## config.mk

```make
export PLATFORM = sky130hd
export DESIGN_NAME = scint_ctrl
export DESIGN_NICKNAME = d
export VERILOG_FILES = /design/src/scint_pkg.sv /design/src/scint_ctrl.sv
export SDC_FILE = /design/constraint.sdc
export NUM_CORES = 1
export LEC_CHECK = 0
export BUFFER_PORTS_ARGS = -buffer_cell sky130_fd_sc_hd__buf_2
export CAP_MARGIN = 30
export CORE_ASPECT_RATIO = 1.4
export CORE_MARGIN = 4
export CORE_UTILIZATION = 40
export CTS_CLUSTER_SIZE = 10
export DETAILED_ROUTE_END_ITERATION = 8
export MAX_ROUTING_LAYER = met4
export SYNTH_ARGS = -nofsm -noshare
export SYNTH_HDL_FRONTEND = slang
export SYNTH_SLANG_ARGS = --single-unit
```

## constraint.sdc

```tcl
create_clock -name clk -period 1.61 [get_ports clk]
set_input_delay 0.2415 -clock clk [delete_from_list [all_inputs] [get_ports clk]]
set_output_delay 0.2415 -clock clk [all_outputs]
set_load 0.05 [all_outputs]
```

## src/scint_pkg.sv

```systemverilog
// Package for the surface coverage integrator: constants, datapath command and
// status types, and the controller state encoding. No dependencies.
package scint_pkg;

  localparam int EXP_ITERATIONS = 24;
  localparam int IW = $clog2(EXP_ITERATIONS + 1);

  localparam logic [32:0] ONE_Q32    = 33'h1_0000_0000;
  localparam logic [31:0] HALF_Q32   = 32'h8000_0000;
  localparam logic [30:0] COV_ONE    = 31'h4000_0000;
  localparam logic [62:0] DEPTH_MAX  = {63{1'b1}};
  localparam logic [47:0] TIME_MAX   = {48{1'b1}};
  localparam logic [31:0] LAYER_INIT = 32'h0001_0000;

  typedef enum logic [5:0] {
    OP_NONE, OP_LOAD, OP_MUL_KT, OP_MUL_TH, OP_INT0, OP_X, OP_SER_INIT,
    OP_MUL_TF, OP_DIV_TI, OP_SER_ACC, OP_SER_END, OP_MUL_HH, OP_E1,
    OP_MUL_EE, OP_E_UPD, OP_DIV_EQ, OP_EQ, OP_MUL_EQT, OP_EQT, OP_MUL_DEC,
    OP_DEC, OP_MUL_OME, OP_DIV_TRM, OP_INT, OP_MUL_CI, OP_AMT1, OP_MUL_ST,
    OP_AMT2, OP_MUL_AL, OP_RINC, OP_MUL_GT, OP_GT, OP_DINC, OP_FIN
  } dp_op_t;

  typedef struct packed {
    dp_op_t        op;
    logic [IW-1:0] iter;
    logic          sel;
  } dp_cmd_t;

  typedef struct packed {
    logic       k_zero;
    logic       e_zero;
    logic [4:0] x_n;
    logic       unit_done;
    logic       out_full;
  } dp_stat_t;

  typedef enum logic [5:0] {
    ST_IDLE, ST_WAIT, ST_KT, ST_INT0, ST_X, ST_SINIT, ST_SMUL, ST_SDIV,
    ST_SACC, ST_SEND, ST_HSQ, ST_E1, ST_PMUL, ST_PUPD, ST_EQD, ST_EQ,
    ST_EQTM, ST_EQT, ST_DECM, ST_DEC, ST_OMEM, ST_TRMD, ST_INT, ST_CIM,
    ST_AMT1, ST_STM, ST_AMT2, ST_ALM, ST_RINC, ST_GTM, ST_GT, ST_GLM,
    ST_DINC, ST_FIN
  } ctl_state_t;

endpackage

```

## src/scint_ctrl.sv

```systemverilog
// Controller: sequences one phase through the shared multiplier and divider,
// including the exponential series and power loops. Depends on scint_pkg.
module scint_ctrl import scint_pkg::*; (
  input  logic     clk,
  input  logic     rst_n,
  input  logic     in_valid,
  input  dp_stat_t stat,
  output logic     in_ready,
  output dp_cmd_t  cmd
);

  ctl_state_t    state_r, state_nxt, ret_r, ret_nxt;
  logic [IW-1:0] i_r, i_nxt;
  logic [4:0]    n_r, n_nxt;
  logic          sel_r, sel_nxt;

  always_ff @(posedge clk) begin
    if (!rst_n) begin
      state_r <= ST_IDLE;
      ret_r   <= ST_IDLE;
      i_r     <= '0;
      n_r     <= '0;
      sel_r   <= 1'b0;
    end else begin
      state_r <= state_nxt;
      ret_r   <= ret_nxt;
      i_r     <= i_nxt;
      n_r     <= n_nxt;
      sel_r   <= sel_nxt;
    end
  end

  always_comb begin
    state_nxt = state_r;
    ret_nxt   = ret_r;
    i_nxt     = i_r;
    n_nxt     = n_r;
    sel_nxt   = sel_r;
    cmd.op    = OP_NONE;
    cmd.iter  = i_r;
    cmd.sel   = sel_r;
    in_ready  = 1'b0;
    case (state_r)
      ST_IDLE: begin
        in_ready = 1'b1;
        if (in_valid) begin
          cmd.op    = OP_LOAD;
          state_nxt = ST_KT;
        end
      end
      ST_WAIT: begin
        if (stat.unit_done) begin
          state_nxt = ret_r;
        end
      end
      ST_KT: begin
        state_nxt = ST_WAIT;
        if (stat.k_zero) begin
          cmd.op  = OP_MUL_TH;
          ret_nxt = ST_INT0;
        end else begin
          cmd.op  = OP_MUL_KT;
          ret_nxt = ST_X;
        end
      end
      ST_INT0: begin
        cmd.op    = OP_INT0;
        state_nxt = ST_CIM;
      end
      ST_X: begin
        cmd.op = OP_X;
        if (stat.e_zero) begin
          state_nxt = ST_EQD;
        end else begin
          n_nxt     = stat.x_n;
          sel_nxt   = (stat.x_n == '0);
          state_nxt = ST_SINIT;
        end
      end
      ST_SINIT: begin
        cmd.op    = OP_SER_INIT;
        i_nxt     = IW'(1);
        state_nxt = ST_SMUL;
      end
      ST_SMUL: begin
        cmd.op    = OP_MUL_TF;
        ret_nxt   = ST_SDIV;
        state_nxt = ST_WAIT;
      end
      ST_SDIV: begin
        cmd.op    = OP_DIV_TI;
        ret_nxt   = ST_SACC;
        state_nxt = ST_WAIT;
      end
      ST_SACC: begin
        cmd.op = OP_SER_ACC;
        if (i_r == IW'(EXP_ITERATIONS)) begin
          state_nxt = ST_SEND;
        end else begin
          i_nxt     = i_r + IW'(1);
          state_nxt = ST_SMUL;
        end
      end
      ST_SEND: begin
        cmd.op = OP_SER_END;
        if (!sel_r) begin
          state_nxt = ST_HSQ;
        end else if (n_r != '0) begin
          state_nxt = ST_PMUL;
        end else begin
          state_nxt = ST_EQD;
        end
      end
      ST_HSQ: begin
        cmd.op    = OP_MUL_HH;
        ret_nxt   = ST_E1;
        state_nxt = ST_WAIT;
      end
      ST_E1: begin
        cmd.op    = OP_E1;
        sel_nxt   = 1'b1;
        state_nxt = ST_SINIT;
      end
      ST_PMUL: begin
        cmd.op    = OP_MUL_EE;
        ret_nxt   = ST_PUPD;
        state_nxt = ST_WAIT;
      end
      ST_PUPD: begin
        cmd.op    = OP_E_UPD;
        n_nxt     = n_r - 5'd1;
        state_nxt = (n_r == 5'd1) ? ST_EQD : ST_PMUL;
      end
      ST_EQD: begin
        cmd.op    = OP_DIV_EQ;
        ret_nxt   = ST_EQ;
        state_nxt = ST_WAIT;
      end
      ST_EQ: begin
        cmd.op    = OP_EQ;
        state_nxt = ST_EQTM;
      end
      ST_EQTM: begin
        cmd.op    = OP_MUL_EQT;
        ret_nxt   = ST_EQT;
        state_nxt = ST_WAIT;
      end
      ST_EQT: begin
        cmd.op    = OP_EQT;
        state_nxt = ST_DECM;
      end
      ST_DECM: begin
        cmd.op    = OP_MUL_DEC;
        ret_nxt   = ST_DEC;
        state_nxt = ST_WAIT;
      end
      ST_DEC: begin
        cmd.op    = OP_DEC;
        state_nxt = ST_OMEM;
      end
      ST_OMEM: begin
        cmd.op    = OP_MUL_OME;
        ret_nxt   = ST_TRMD;
        state_nxt = ST_WAIT;
      end
      ST_TRMD: begin
        cmd.op    = OP_DIV_TRM;
        ret_nxt   = ST_INT;
        state_nxt = ST_WAIT;
      end
      ST_INT: begin
        cmd.op    = OP_INT;
        state_nxt = ST_CIM;
      end
      ST_CIM: begin
        cmd.op    = OP_MUL_CI;
        ret_nxt   = ST_AMT1;
        state_nxt = ST_WAIT;
      end
      ST_AMT1: begin
        cmd.op    = OP_AMT1;
        state_nxt = ST_STM;
      end
      ST_STM: begin
        cmd.op    = OP_MUL_ST;
        ret_nxt   = ST_AMT2;
        state_nxt = ST_WAIT;
      end
      ST_AMT2: begin
        cmd.op    = OP_AMT2;
        state_nxt = ST_ALM;
      end
      ST_ALM: begin
        cmd.op    = OP_MUL_AL;
        ret_nxt   = ST_RINC;
        state_nxt = ST_WAIT;
      end
      ST_RINC: begin
        cmd.op    = OP_RINC;
        state_nxt = ST_GTM;
      end
      ST_GTM: begin
        cmd.op    = OP_MUL_GT;
        ret_nxt   = ST_GT;
        state_nxt = ST_WAIT;
      end
      ST_GT: begin
        cmd.op    = OP_GT;
        state_nxt = ST_GLM;
      end
      ST_GLM: begin
        cmd.op    = OP_MUL_AL;
        ret_nxt   = ST_DINC;
        state_nxt = ST_WAIT;
      end
      ST_DINC: begin
        cmd.op    = OP_DINC;
        state_nxt = ST_FIN;
      end
      ST_FIN: begin
        if (!stat.out_full) begin
          cmd.op    = OP_FIN;
          state_nxt = ST_IDLE;
        end
      end
      default: begin
        state_nxt = ST_IDLE;
      end
    endcase
  end

endmodule

```

# [Word level (Yosys, flattened, before mapping)]
# Cells that the tools add are included.
[word_totals] ramBits=0 elab_cells=83 latch_bits=0 rom_bits=0 mem_count=0 regBits=23
[classes] n_addsub=2 div_mod_pow=0 n_shift=0 n_lt_le_gt_ge=0 n_mul=0 eq_ne=40 bitwise=0 muxes=22 reduce_logical=14
[ops] cell="6-bit one-hot mux with 32 select lines" count=1
[ops] cell="6-bit one-hot mux with 19 select lines" count=1
[ops] cell="6-bit by 5-bit == test with 1-bit output, second input constant" count=16
[ops] cell="6-bit one-hot mux with 15 select lines" count=1
[ops] cell="6-bit by 4-bit == test with 1-bit output, second input constant" count=8
[ops] cell="6-bit by 3-bit == test with 1-bit output, second input constant" count=4
[ops] cell="6-bit two-way mux" count=4
[ops] cell="5-bit one-hot mux with 2 select lines" count=2
[ops] cell="15-bit nonzero test" count=1
[ops] cell="15-bit OR reduction" count=1
[ops] cell="6-bit by 2-bit == test with 1-bit output, second input constant" count=2
[ops] cell="6-bit == test, second input constant" count=2
[ops] cell="5-bit two-way mux" count=2
[ops] cell="2-bit inequality test, second input constant" count=5
[ops] cell="4-bit two-way mux" count=2
[ops] cell="6-bit by 1-bit == test with 1-bit output, second input constant" count=1
[ops] cell="6-bit logical NOT" count=1
[ops] cell="3-bit two-way mux" count=2
[ops] cell="2-bit AND reduction" count=3
[ops] cell="2-bit nonzero test" count=3
[ops] cell="5-bit by 1-bit adder with 5-bit output, second input constant" count=1
[ops] cell="5-bit by 1-bit == test with 1-bit output, second input constant" count=1
[ops] cell="5-bit == test, second input constant" count=1
[ops] cell="5-bit logical NOT" count=1
[ops] cell="other kinds (7)" count=12

# [Longest topological paths before layout]
# Gate-level depths: netlist (run 1).
[depth] ltp_word=4 ltp_mapped=8 depth_no_buf=7

# [Least setup slack after synthesis (run 1)]
# Ideal clock, no wire load.
[synth_timing] path_type="register -> output" from="register state_r[3]" to="output cmd[8] (netlist name)" path_stages_with_launch=6 path_buffers=3 required_time_ns=1.368 arrival_ns=2.253 setup_slack_ns=-0.885 path_cell_list="dfxtp_1 clkbuf_1 buf_2 buf_1 a21oi_1 nor3_1"
[synth_rtl] item="from (decl)" line="scint_ctrl.sv:12" rtl="ctl_state_t state_r, state_nxt, ret_r, ret_nxt;"
[synth_rtl] item="from (signal assigned)" line="scint_ctrl.sv:25" rtl="state_r <= state_nxt;"
[synth_rtl] item="to (decl)" line="scint_ctrl.sv:9" rtl="output dp_cmd_t cmd"

# [Final worst setup path (run 1)]
[layout_timing] from="register state_r[1]" to="register i_r[0]"
[layout_between] elab_chain_cells=3
[layout_lines] item="6-bit by 4-bit == test with 1-bit output or 6-bit by 3-bit == test with 1-bit output (tied branches)" line="scint_ctrl.sv:43" rtl="case (state_r)"
[layout_lines] item="2-bit inequality test (no line) or 2-bit nonzero test (tied branches)"
[layout_lines] item="2-bit AND reduction (no line)"
[layout_lines] item="to (signal assigned)" line="scint_ctrl.sv:27" rtl="i_r <= i_nxt;"
[layout_lines] item="to (decl)" line="scint_ctrl.sv:13" rtl="logic [IW-1:0] i_r, i_nxt;"
# Several ways; a longest one is shown, not always the timed one.
# A chain may end at the register's enable or synchronous reset.

==> results of run 1 <==
## worst max-delay path, delay by kind of cell, from the launching register on
kind	cells	cell delay (ns)
buffers and inverters	2	0.27
flip-flops	1	0.38
AO/OA/AOI/OAI	1	0.21
AND/OR/NAND/NOR	4	0.89
## flip-flops by register name (all words and copies together) (netlist names)
name,flops
state_r,6
n_r,5
i_r,5
sel_r,1
ret_r,6
## metrics by stage
stage / instances / utilization
global placement: 360 / 0.564
detailed placement: 360 / 0.564
floorplan: 241 / -
finish: 383 / 0.674
global route: 383 / 0.674
CTS: 374 / 0.631
## cells by family (layout without fill, tap and decap cells)
logic type | Yosys count | in the layout | share of synthesized area
adders and majority gates | 5 | 5 | 0.0351
DFF | 23 | 23 | 0.258
and+or+nand+nor | 101 | 101 | 0.310
xor gates and xnor gates | 4 | 4 | 0.0197
muxes | 4 | 4 | 0.0232
AOI/OAI and AO/OA | 74 | 74 | 0.282
buffers and inverters | 30 | 112 | 0.0723
## placed cells by master (no fill, tap or decap), drive strengths merged, types with 9 or more instances in the layout
cell type,Yosys,layout
nand2,15,15
a211oi,9,9
nor2,28,28
a21oi,19,19
o21ai,14,14
nor3,9,9
dfxtp,23,23
buf,13,100
nand3,10,10
## how the worst max path moves through the flow
stage / to / cells past startpoint
finish: i_r[0] / 7
floorplan: in_ready / 3
CTS: in_ready / 3
detailed placement: n_r[3] / 6
global placement: n_r[3] / 6
global route: n_r[3] / 8
## routing by layer
layer	part of all wire	wire length (um)
met5	0	0
met4	0.026	159
met3	0.039	241
met2	0.53	3260
met1	0.40	2440
## layout make-up
class | instances | area [um2] | area share
multi-input combinational | 188 | 1430 | 0.496
timing repair buffer | 100 | 816 | 0.283
sequential | 23 | 488 | 0.169
tap | 60 | 75.1 | 0.0260
clock buffer | 4 | 45.0 | 0.0156
inverter | 8 | 30.0 | 0.0104
## timing repair
item | CTS | global route
resized for setup | 47 | 33
buffers inserted | 10 | 10
pin swaps | 12 | 14
setup endpoints to repair | 30 | 30
## power breakdown
| group | switching (mW) | internal [mW] |
|---|---|---|
| combinational | 0.242 | 0.238 |
| sequential | 0.0188 | 0.574 |
| clock | 0.202 | 0.178 |
| total | 0.462 | 0.989 |
==> flow_metrics.py, run 1 <==
metrics = {
    "worst_setup_path": {
        "critPathLaunch": "state_r[1]",
        "startpoint_type": "flip-flop",
        "crit_path_max_incr_delay_ns": 0.58,
        "path_cells": "or4b_4 > buf_4 > buf_6 > nor2_4 > or2_4 > nor2_1 > a211oi_1",
        "cp_slowest_cell": "or4b_4",
        "worstPathArrival_ns": 2.04,
        "crit_required_ns": 1.79,
        "r2r_cells": 7,
        "cp-end-kind": "flip-flop",
        "rrSetupSlack_ns": -0.25,
        "r2r_end": "i_r[0]",
        "critical_path.max_fanout": 6,
        "critPathKind": "flip-flop to flip-flop",
        "rr_startpoint": "state_r[1]",
    },
    "timing": {
        "hold-worst-slack_ns": 0.264,
        "setup_viol": 25,
        "fin_crit_sh": 1.15,
        "finalWorstSetupSlack_ns": -0.248,
        "fmax_mhz": 538,
        "slew_violations": 0,
        "rsz0062_at_grt": "yes",
        "period_needed_ns": 1.86,
        "clock_skew_ns": 0.00205,
        "slew_headroom": 0.699,
        "hold_viol": 0,
        "worst_slew_pin_slew_ns": 0.452,
        "fin_setup_tns_ns": -3.53,
    },
    "status": {
        "status": "finished, violations left",
        "violations": "negative setup slack",
    },
    "floorplanning": {
        "dieHeight_um": 87.0,
        "std_cell_rows": 28,
        "coreArea_mm2": 0.00427,
        "dieWidth_um": 64.4,
        "ios": 25,
        "initial_core_util": 0.417,
        "dieArea_mm2": 0.00560,
    },
    "clock_network": {
        "htreeDepth": 1,
        "cts_root_buf": "clkbuf_8",
        "clk-insertion-delay-late_ns": 0.27,
        "numCtsBuffers": 3,
        "path_clk_slew_ns": 0.08,
        "clockBufferDepth": 2,
        "cts.sinks": 23,
        "cts_tree": "done",
        "ctsHoldBuffers": 0,
    },
    "placed_design": {
        "place_area_mm2": 0.00241,
        "dpl_worst_slack_ns": -0.308,
        "dp.final_hpwl_um": 4360,
        "portBuffers": 24,
        "gp_congestion": 0.864,
    },
    "yosys": {
        "syn_nets": 258,
        "synth.most_common_cell": "nor2_1",
        "syn_area_mm2": 0.00178,
        "synthTopCellsByCount": "nor2_1, dfxtp_1, a21oi_1",
        "synth_top_area_share": 0.258,
        "ys_seq_elements": 23,
        "synth.largest_area_cell": "dfxtp_1",
        "synth_edf_count": 0,
        "yosysWarningCount": 0,
        "ys_types": 57,
        "ys.flop_type": "dfxtp_1",
        "avgSynthCellArea_um2": 7.39,
        "async_flop_share": 0,
        "synthCells": 241,
        "synth_area_leaders": "dfxtp_1, nor2_1, a21oi_1",
        "synth_seq_area_share": 0.258,
    },
    "hold_path": {
        "holdPathStages": 3,
        "hp-start": "stat[6]",
        "hold_end": "n_r[4]",
        "hold_path_class": "input port to flip-flop",
    },
    "route": {
        "drt-initial-drc-count": 130,
        "wirelength_um": 6100,
        "drt-wirelength-per-cell_um": 15.9,
        "vias_per_cell": 5.66,
        "ant_nets": 0,
        "dr.pass1.iters": 5,
        "drc": 0,
        "vias": 2167,
    },
    "finish": {
        "fillers": 370,
        "diodes": 0,
        "fin_area_mm2": 0.00288,
        "drive_gt1_frac": 0.486,
        "areaGrowthSynthToFinish_pct": 61.8,
        "nets": 341,
    },
    "grt": {
        "antenna_found_initial": 0,
        "grt_pass1_vias": 2148,
        "grt_util_met3": 0.0233,
        "track_usage": 0.232,
        "grt_pass1_wl_um": 10000,
        "grt_max_degree": 20,
        "gr-total-overflow": 0,
        "met2_usage": 0.419,
        "grt-busiest-layer": "met2",
        "use_met1": 0.254,
    },
    "power": {
        "power_mw": 1.45,
        "cellLeakagePower_nw": 1.15,
        "peakVddDrop_v": 0.000428,
        "p_per_area_mw_per_mm2": 503,
    },
    "job": {
        "maxCapViolations": 0,
    },
}
Power figures use the tool's default switching activity.
==> inputs of run 2 (changes only) <==
- ABC_AREA: not set -> 1
- TNS_END_PERCENT: not set -> 20
==> run 2 against run 1 <==
The flow still finishes with violations (negative setup slack); worst setup slack worse by 0.089 ns; clock-buffer cell count unchanged; critical path depth up 2; largest cell class unchanged; cell area rose by 15%; flip-flop and latch count unchanged; critical endpoint is now cmd[9]; total power grew 110%; non-clock buffer count grew 14; register-to-register slack worse by 0.02 ns; sequential share of layout area is 2.4 points lower; first-iteration DRC count grew 110%.
==> flow_metrics.py, run 2 <==
metrics = {
    "timing": {
        "worst_slew_pin_slew_ns": 0.550,
        "fin_crit_sh": 1.21,
        "slew_violations": 0,
        "rsz0062_at_grt": "yes",
        "finalWorstSetupSlack_ns": -0.337,
        "hold_viol": 0,
        "clock_skew_ns": 0.00634,
        "setup_viol": 23,
        "slew_headroom": 0.630,
        "fmax_mhz": 514,
        "period_needed_ns": 1.95,
        "fin_setup_tns_ns": -3.82,
    },
    "route": {
        "ant_nets": 0,
        "drt-wirelength-per-cell_um": 16.1,
        "wl_met3_um": 356,
        "vias": 2661,
        "wirelength_um": 7910,
        "drc": 0,
        "drt-initial-drc-count": 279,
        "dr.pass1.iters": 5,
        "vias_per_cell": 5.41,
        "drt-met1-wl_um": 2970,
        "wl_met2_um": 4060,
        "top_layer_used": "met4",
    },
    "floorplanning": {
        "initial_core_util": 0.420,
        "std_cell_rows": 29,
        "dieHeight_um": 90.0,
        "ios": 25,
        "dieWidth_um": 66.5,
        "coreArea_mm2": 0.00457,
        "dieArea_mm2": 0.00599,
    },
    "grt": {
        "track_usage": 0.264,
        "grt_max_degree": 15,
        "antenna_found_initial": 0,
        "gr-total-overflow": 0,
        "grt_pass1_wl_um": 12300,
        "grt_pass1_vias": 2707,
    },
    "clock_network": {
        "cts_root_buf": "clkbuf_8",
        "path_clk_slew_ns": 0.08,
        "numCtsBuffers": 3,
        "clk-insertion-delay-late_ns": 0.27,
        "cts.sinks": 23,
        "htreeDepth": 1,
        "clockBufferDepth": 2,
        "cts_tree": "done",
    },
    "yosys": {
        "synthSimpleGateAreaFrac": 0.488,
        "synth-xor-area-share": 0.00913,
        "synth_seq_area_share": 0.240,
        "synth.most_common_cell": "nand2_1",
        "synth_area_leaders": "dfxtp_1, nand2_1, nand3_1",
        "synthTopCellsByCount": "nand2_1, inv_1, nor2_1",
        "synthCells": 319,
        "synth_edf_count": 0,
        "yosys.area_share.adder": 0.0326,
        "ys.flop_type": "dfxtp_1",
        "syn_nets": 336,
        "syn_area_mm2": 0.00192,
        "synth_compound_area_frac": 0.121,
        "ys_seq_elements": 23,
        "synthMuxAreaShare": 0,
        "async_flop_share": 0,
        "synth_top_area_share": 0.240,
        "synth.largest_area_cell": "dfxtp_1",
        "avgSynthCellArea_um2": 6.02,
        "ys_types": 29,
        "synth_top_family_by_area": "simple AND/OR/NAND/NOR gates",
        "yosysWarningCount": 0,
    },
    "worst_setup_path": {
        "path_cells": "inv_2 > nor2_4 > nand3_2 > nand2_2 > inv_2 > nand2_1 > nor2_1 > nand4_1 > buf_6",
        "crit_required_ns": 1.37,
        "r2r_cells": 14,
        "critical_path.max_fanout": 5,
        "crit_path_max_incr_delay_ns": 0.39,
        "crit_family": "simple AND/OR/NAND/NOR gates",
        "critPathLaunch": "state_r[3]",
        "critPathKind": "flip-flop to output port",
        "cpMostUsedCell": "inv_2",
        "worstPathArrival_ns": 1.71,
        "r2r_end": "state_r[0]",
        "rrSetupSlack_ns": -0.27,
        "startpoint_type": "flip-flop",
        "crit_buf_inv": 3,
        "cp-end-kind": "output port",
        "cp_slowest_cell": "dfxtp_4",
        "rr_startpoint": "state_r[4]",
    },
    "finish": {
        "drive_gt1_frac": 0.516,
        "final_cell_mix": "buf_4, nand2_1, nor2_1",
        "fin_area_mm2": 0.00332,
        "largestRegisters": "ret_r (6), state_r (6)",
        "nets": 448,
        "final_common_cell": "buf_4",
        "areaGrowthSynthToFinish_pct": 72.9,
        "diodes": 0,
    },
    "job": {
        "maxCapViolations": 0,
    },
    "placed_design": {
        "portBuffers": 24,
        "gp_congestion": 0.965,
        "dp.final_hpwl_um": 5410,
        "place_area_mm2": 0.00274,
    },
    "hold_path": {
        "hp-start": "stat[2]",
        "holdPathStages": 3,
        "hold_end": "n_r[0]",
        "hold_path_class": "input port to flip-flop",
    },
    "status": {
        "violations": "negative setup slack",
        "status": "finished, violations left",
    },
    "power": {
        "p_per_area_mw_per_mm2": 903,
        "cellLeakagePower_nw": 1.65,
        "peakVddDrop_v": 0.000521,
    },
}
## run 2: cell types whose count changed after synthesis, sizes merged, moves of 6 or more
cell	before	now
inv	8	42
nand4	1	10
nor3	9	23
nor2	28	50
nor2b	8	0
clkbuf	9	1
nand2	15	68
a211oi	9	2
buf	13	7
nand3	10	41
## run 2: cells by family (layout without fill, tap and decap cells)
logic type                 after synthesis  count (layout)
buffers and inverters                   50             160
DFF                                     23              23
xor gates and xnor gates                 2               2
and+or+nand+nor                        198             199
adders and majority gates                5               5
AOI/OAI and AO/OA                       41              41
## run 2: final cells by class
class | instances | area [um2]
clock buffer | 4 | 45.0
fill | 393 | 1250
inverter | 42 | 174
multi-input combinational | 247 | 1650
sequential | 23 | 483
tap | 62 | 77.6
timing repair buffer | 114 | 886
## run 2: worst max-delay path by stage
stage                          to  slack [ns]  cells past startpoint
final                      cmd[9]       -0.34                      9
after global routing      cmd[11]       -0.43                      7
after CTS                  cmd[8]       -0.31                     10
after detailed placement   cmd[9]       -0.25                      7
after global placement     cmd[6]       -0.25                      7
after floorplan            cmd[9]       -0.23                      8
## run 2: layer usage
| metal | global-route usage | up-vias |
|---|---|---|
| met5 | - | - |
| met4 | 0.144 | 0 |
| met3 | 0.0249 | 44 |
| met2 | 0.440 | 104 |
| met1 | 0.302 | 1217 |
| li1 | - | 1296 |
## run 2: worst register-to-register path: stages (launching register included)
cell	delay, ns
dfxtp_4	0.38
inv_4	0.07
nor2_4	0.04
buf_12	0.14
nand3_2	0.08
nand2_2	0.08
buf_4	0.14
buf_4	0.12
buf_4	0.14
nor2_4	0.09
nand2_2	0.07
nor2_4	0.20
nand3_2	0.09
nand2_1	0.06
a21oi_1	0.05
## run 2: where the power goes
part,leakage (nW),internal (mW),total (mW),switching [mW]
clock,0.0228,0.177,0.363,0.187
sequential,0.191,0.646,0.760,0.114
combinational,1.44,0.759,1.87,1.11
## run 2: timing repair
item,CTS,global route
pin swaps,17,20
gates resized for setup,67,74
endpoints found under the hold margin,0,0
hold buffers,0,0
setup endpoints to repair,30,30
setup buffers,6,6
cloned,1,0
## run 2: per-stage QoR
stage / hold WS (ns) / power [mW] / cells / utilization / setup slack [ns]
4_1_cts: 0.247 / 2.74 / 488 / 0.660 / -0.306
3_5_place_dp: 0.461 / 2.16 / 480 / 0.598 / -0.249
6_report: 0.252 / 3.00 / 492 / 0.726 / -0.337
2_1_floorplan: 0.380 / 1.62 / 319 / - / -0.227
5_1_grt: 0.251 / 3.16 / 492 / 0.726 / -0.431
3_3_place_gp: 0.450 / 2.16 / 480 / 0.598 / -0.253
==> inputs of run 3 (changes only) <==
- CORE_UTILIZATION: 40 -> 35
==> run 3 against run 2 <==
The run still ends with negative setup slack left; non-clock buffer count is 16 higher; register-to-register slack hardly changed; largest cell class unchanged; first-iteration DRC count is 10% higher; critical path depth is 1 higher; highest routed layer unchanged.
==> flow_metrics.py, run 3 (same netlist as run 2, synthesis figures left out) <==
metrics = {
    "status": {
        "status": "finished, violations left",
        "violations": "negative setup slack",
    },
    "worst_setup_path": {
        "cp_slowest_cell": "dfxtp_4",
        "crit_required_ns": 1.37,
        "worstPathArrival_ns": 1.71,
        "cp-end-kind": "output port",
        "critPathKind": "flip-flop to output port",
        "crit_path_max_incr_delay_ns": 0.38,
        "crit_buf_inv": 4,
        "startpoint_type": "flip-flop",
        "critical_path.max_fanout": 12,
        "path_cells": "inv_4 > nor2_4 > buf_12 > nand3_2 > nand2_1 > inv_2 > nand2_2 > nor3_2 > nand4_1 > buf_6",
        "crit_family": "simple AND/OR/NAND/NOR gates",
    },
    "placed_design": {
        "dpl_worst_slack_ns": -0.214,
        "gp_congestion": 0.977,
        "dp.final_hpwl_um": 5440,
        "portBuffers": 24,
        "place_area_mm2": 0.00277,
    },
    "finish": {
        "largestRegisters": "ret_r (6), state_r (6)",
        "diodes": 0,
        "nets": 463,
        "final_common_cell": "buf_4",
        "drive_gt1_frac": 0.542,
        "areaGrowthSynthToFinish_pct": 82.4,
        "fin_area_mm2": 0.00350,
        "final_cell_mix": "buf_4, nand2_1, inv_1",
    },
    "route": {
        "drt-initial-drc-count": 308,
        "drt-wirelength-per-cell_um": 15.8,
        "dr.pass1.iters": 4,
        "drc": 0,
        "vias_per_cell": 5.31,
        "ant_nets": 0,
        "vias": 2711,
        "wirelength_um": 8050,
    },
    "timing": {
        "period_needed_ns": 1.95,
        "slew_violations": 0,
        "setup_viol": 26,
        "hold-worst-slack_ns": 0.247,
        "slew_headroom": 0.675,
        "rsz0062_at_grt": "yes",
        "finalWorstSetupSlack_ns": -0.344,
        "clock_skew_ns": 0.00270,
        "hold_viol": 0,
        "fmax_mhz": 512,
        "worst_slew_pin_slew_ns": 0.487,
        "fin_setup_tns_ns": -4.25,
        "fin_crit_sh": 1.21,
    },
    "floorplanning": {
        "dieWidth_um": 70.6,
        "dieHeight_um": 95.6,
        "dieArea_mm2": 0.00675,
        "ios": 25,
        "std_cell_rows": 31,
        "initial_core_util": 0.367,
        "coreArea_mm2": 0.00524,
    },
    "job": {
        "maxCapViolations": 0,
    },
    "clock_network": {
        "cts_tree": "done",
        "clockBufferDepth": 2,
        "numCtsBuffers": 3,
        "path_clk_slew_ns": 0.08,
        "htreeDepth": 1,
        "cts.sinks": 23,
        "cts_root_buf": "clkbuf_8",
        "clk-insertion-delay-late_ns": 0.26,
        "ctsHoldBuffers": 0,
    },
    "power": {
        "power_mw": 3.26,
        "p_per_area_mw_per_mm2": 931,
        "peakVddDrop_v": 0.000793,
        "cellLeakagePower_nw": 1.72,
    },
    "hold_path": {
        "hold_path_class": "input port to flip-flop",
    },
    "grt": {
        "grt_max_degree": 15,
        "track_usage": 0.225,
        "gr-total-overflow": 0,
        "antenna_found_initial": 0,
        "grt_pass1_vias": 2553,
        "grt_pass1_wl_um": 11800,
    },
}
## run 3: cell count changes in the layout (fill, tap and decap cells not counted), sizes merged
cell,before,now
nor2,51,50
buf,114,130
## run 3: worst reg2reg max path: stages, from the launching register on
cell     delay, ns
dfxtp_4       0.37
buf_6         0.12
nor2_4        0.22
buf_6         0.18
buf_6         0.10
buf_6         0.08
nand4_1       0.18
nand2_2       0.17
inv_2         0.06
o21ai_0       0.16
a21oi_1       0.09
## run 3: layout make-up
class                   count  area (um2)
flip-flops and latches     23         483
clock buffers               4        45.0
well taps                  66        82.6
multi-input cells         246        1670
repair buffers            130        1050
inverters                  42         166
fillers                   444        1740
## run 3: per-stage QoR
step / util / std cells
floorplan: - / 319
global placement: 0.529 / 488
detailed placement: 0.529 / 488
CTS: 0.610 / 500
global route: 0.669 / 511
finish: 0.669 / 511
## run 3: metal layers
| layer | share of wire | track usage | wire length [um] |
|---|---|---|---|
| met1 | 0.38 | 0.248 | 3050 |
| met2 | 0.53 | 0.416 | 4240 |
| met3 | 0.046 | 0.0116 | 369 |
| met4 | 0.049 | 0.103 | 397 |
| met5 | 0 | - | 0 |
## run 3: report_power, final
group | internal [mW] | leakage (nW) | switching, mW
clock | 0.176 | 0.0228 | 0.182
sequential | 0.646 | 0.191 | 0.102
combinational | 0.971 | 1.51 | 1.18
total | 1.79 | 1.72 | 1.47
## run 3: repair_timing
action                                  in CTS  in global routing
endpoints found under the setup margin      30                 30
resized for setup                          106                 48
pin swaps                                   11                 16
setup buffers                                9                 12
## run 3: path summary, 6_finish.rpt
path               from       end  slack (ns)  cells past startpoint
min reg2reg    ret_r[3]  ret_r[3]        0.47                      2
max reg2reg  state_r[3]    n_r[4]       -0.26                     10
min             stat[2]    n_r[0]        0.25                      3
max          state_r[4]    cmd[8]       -0.34                     10
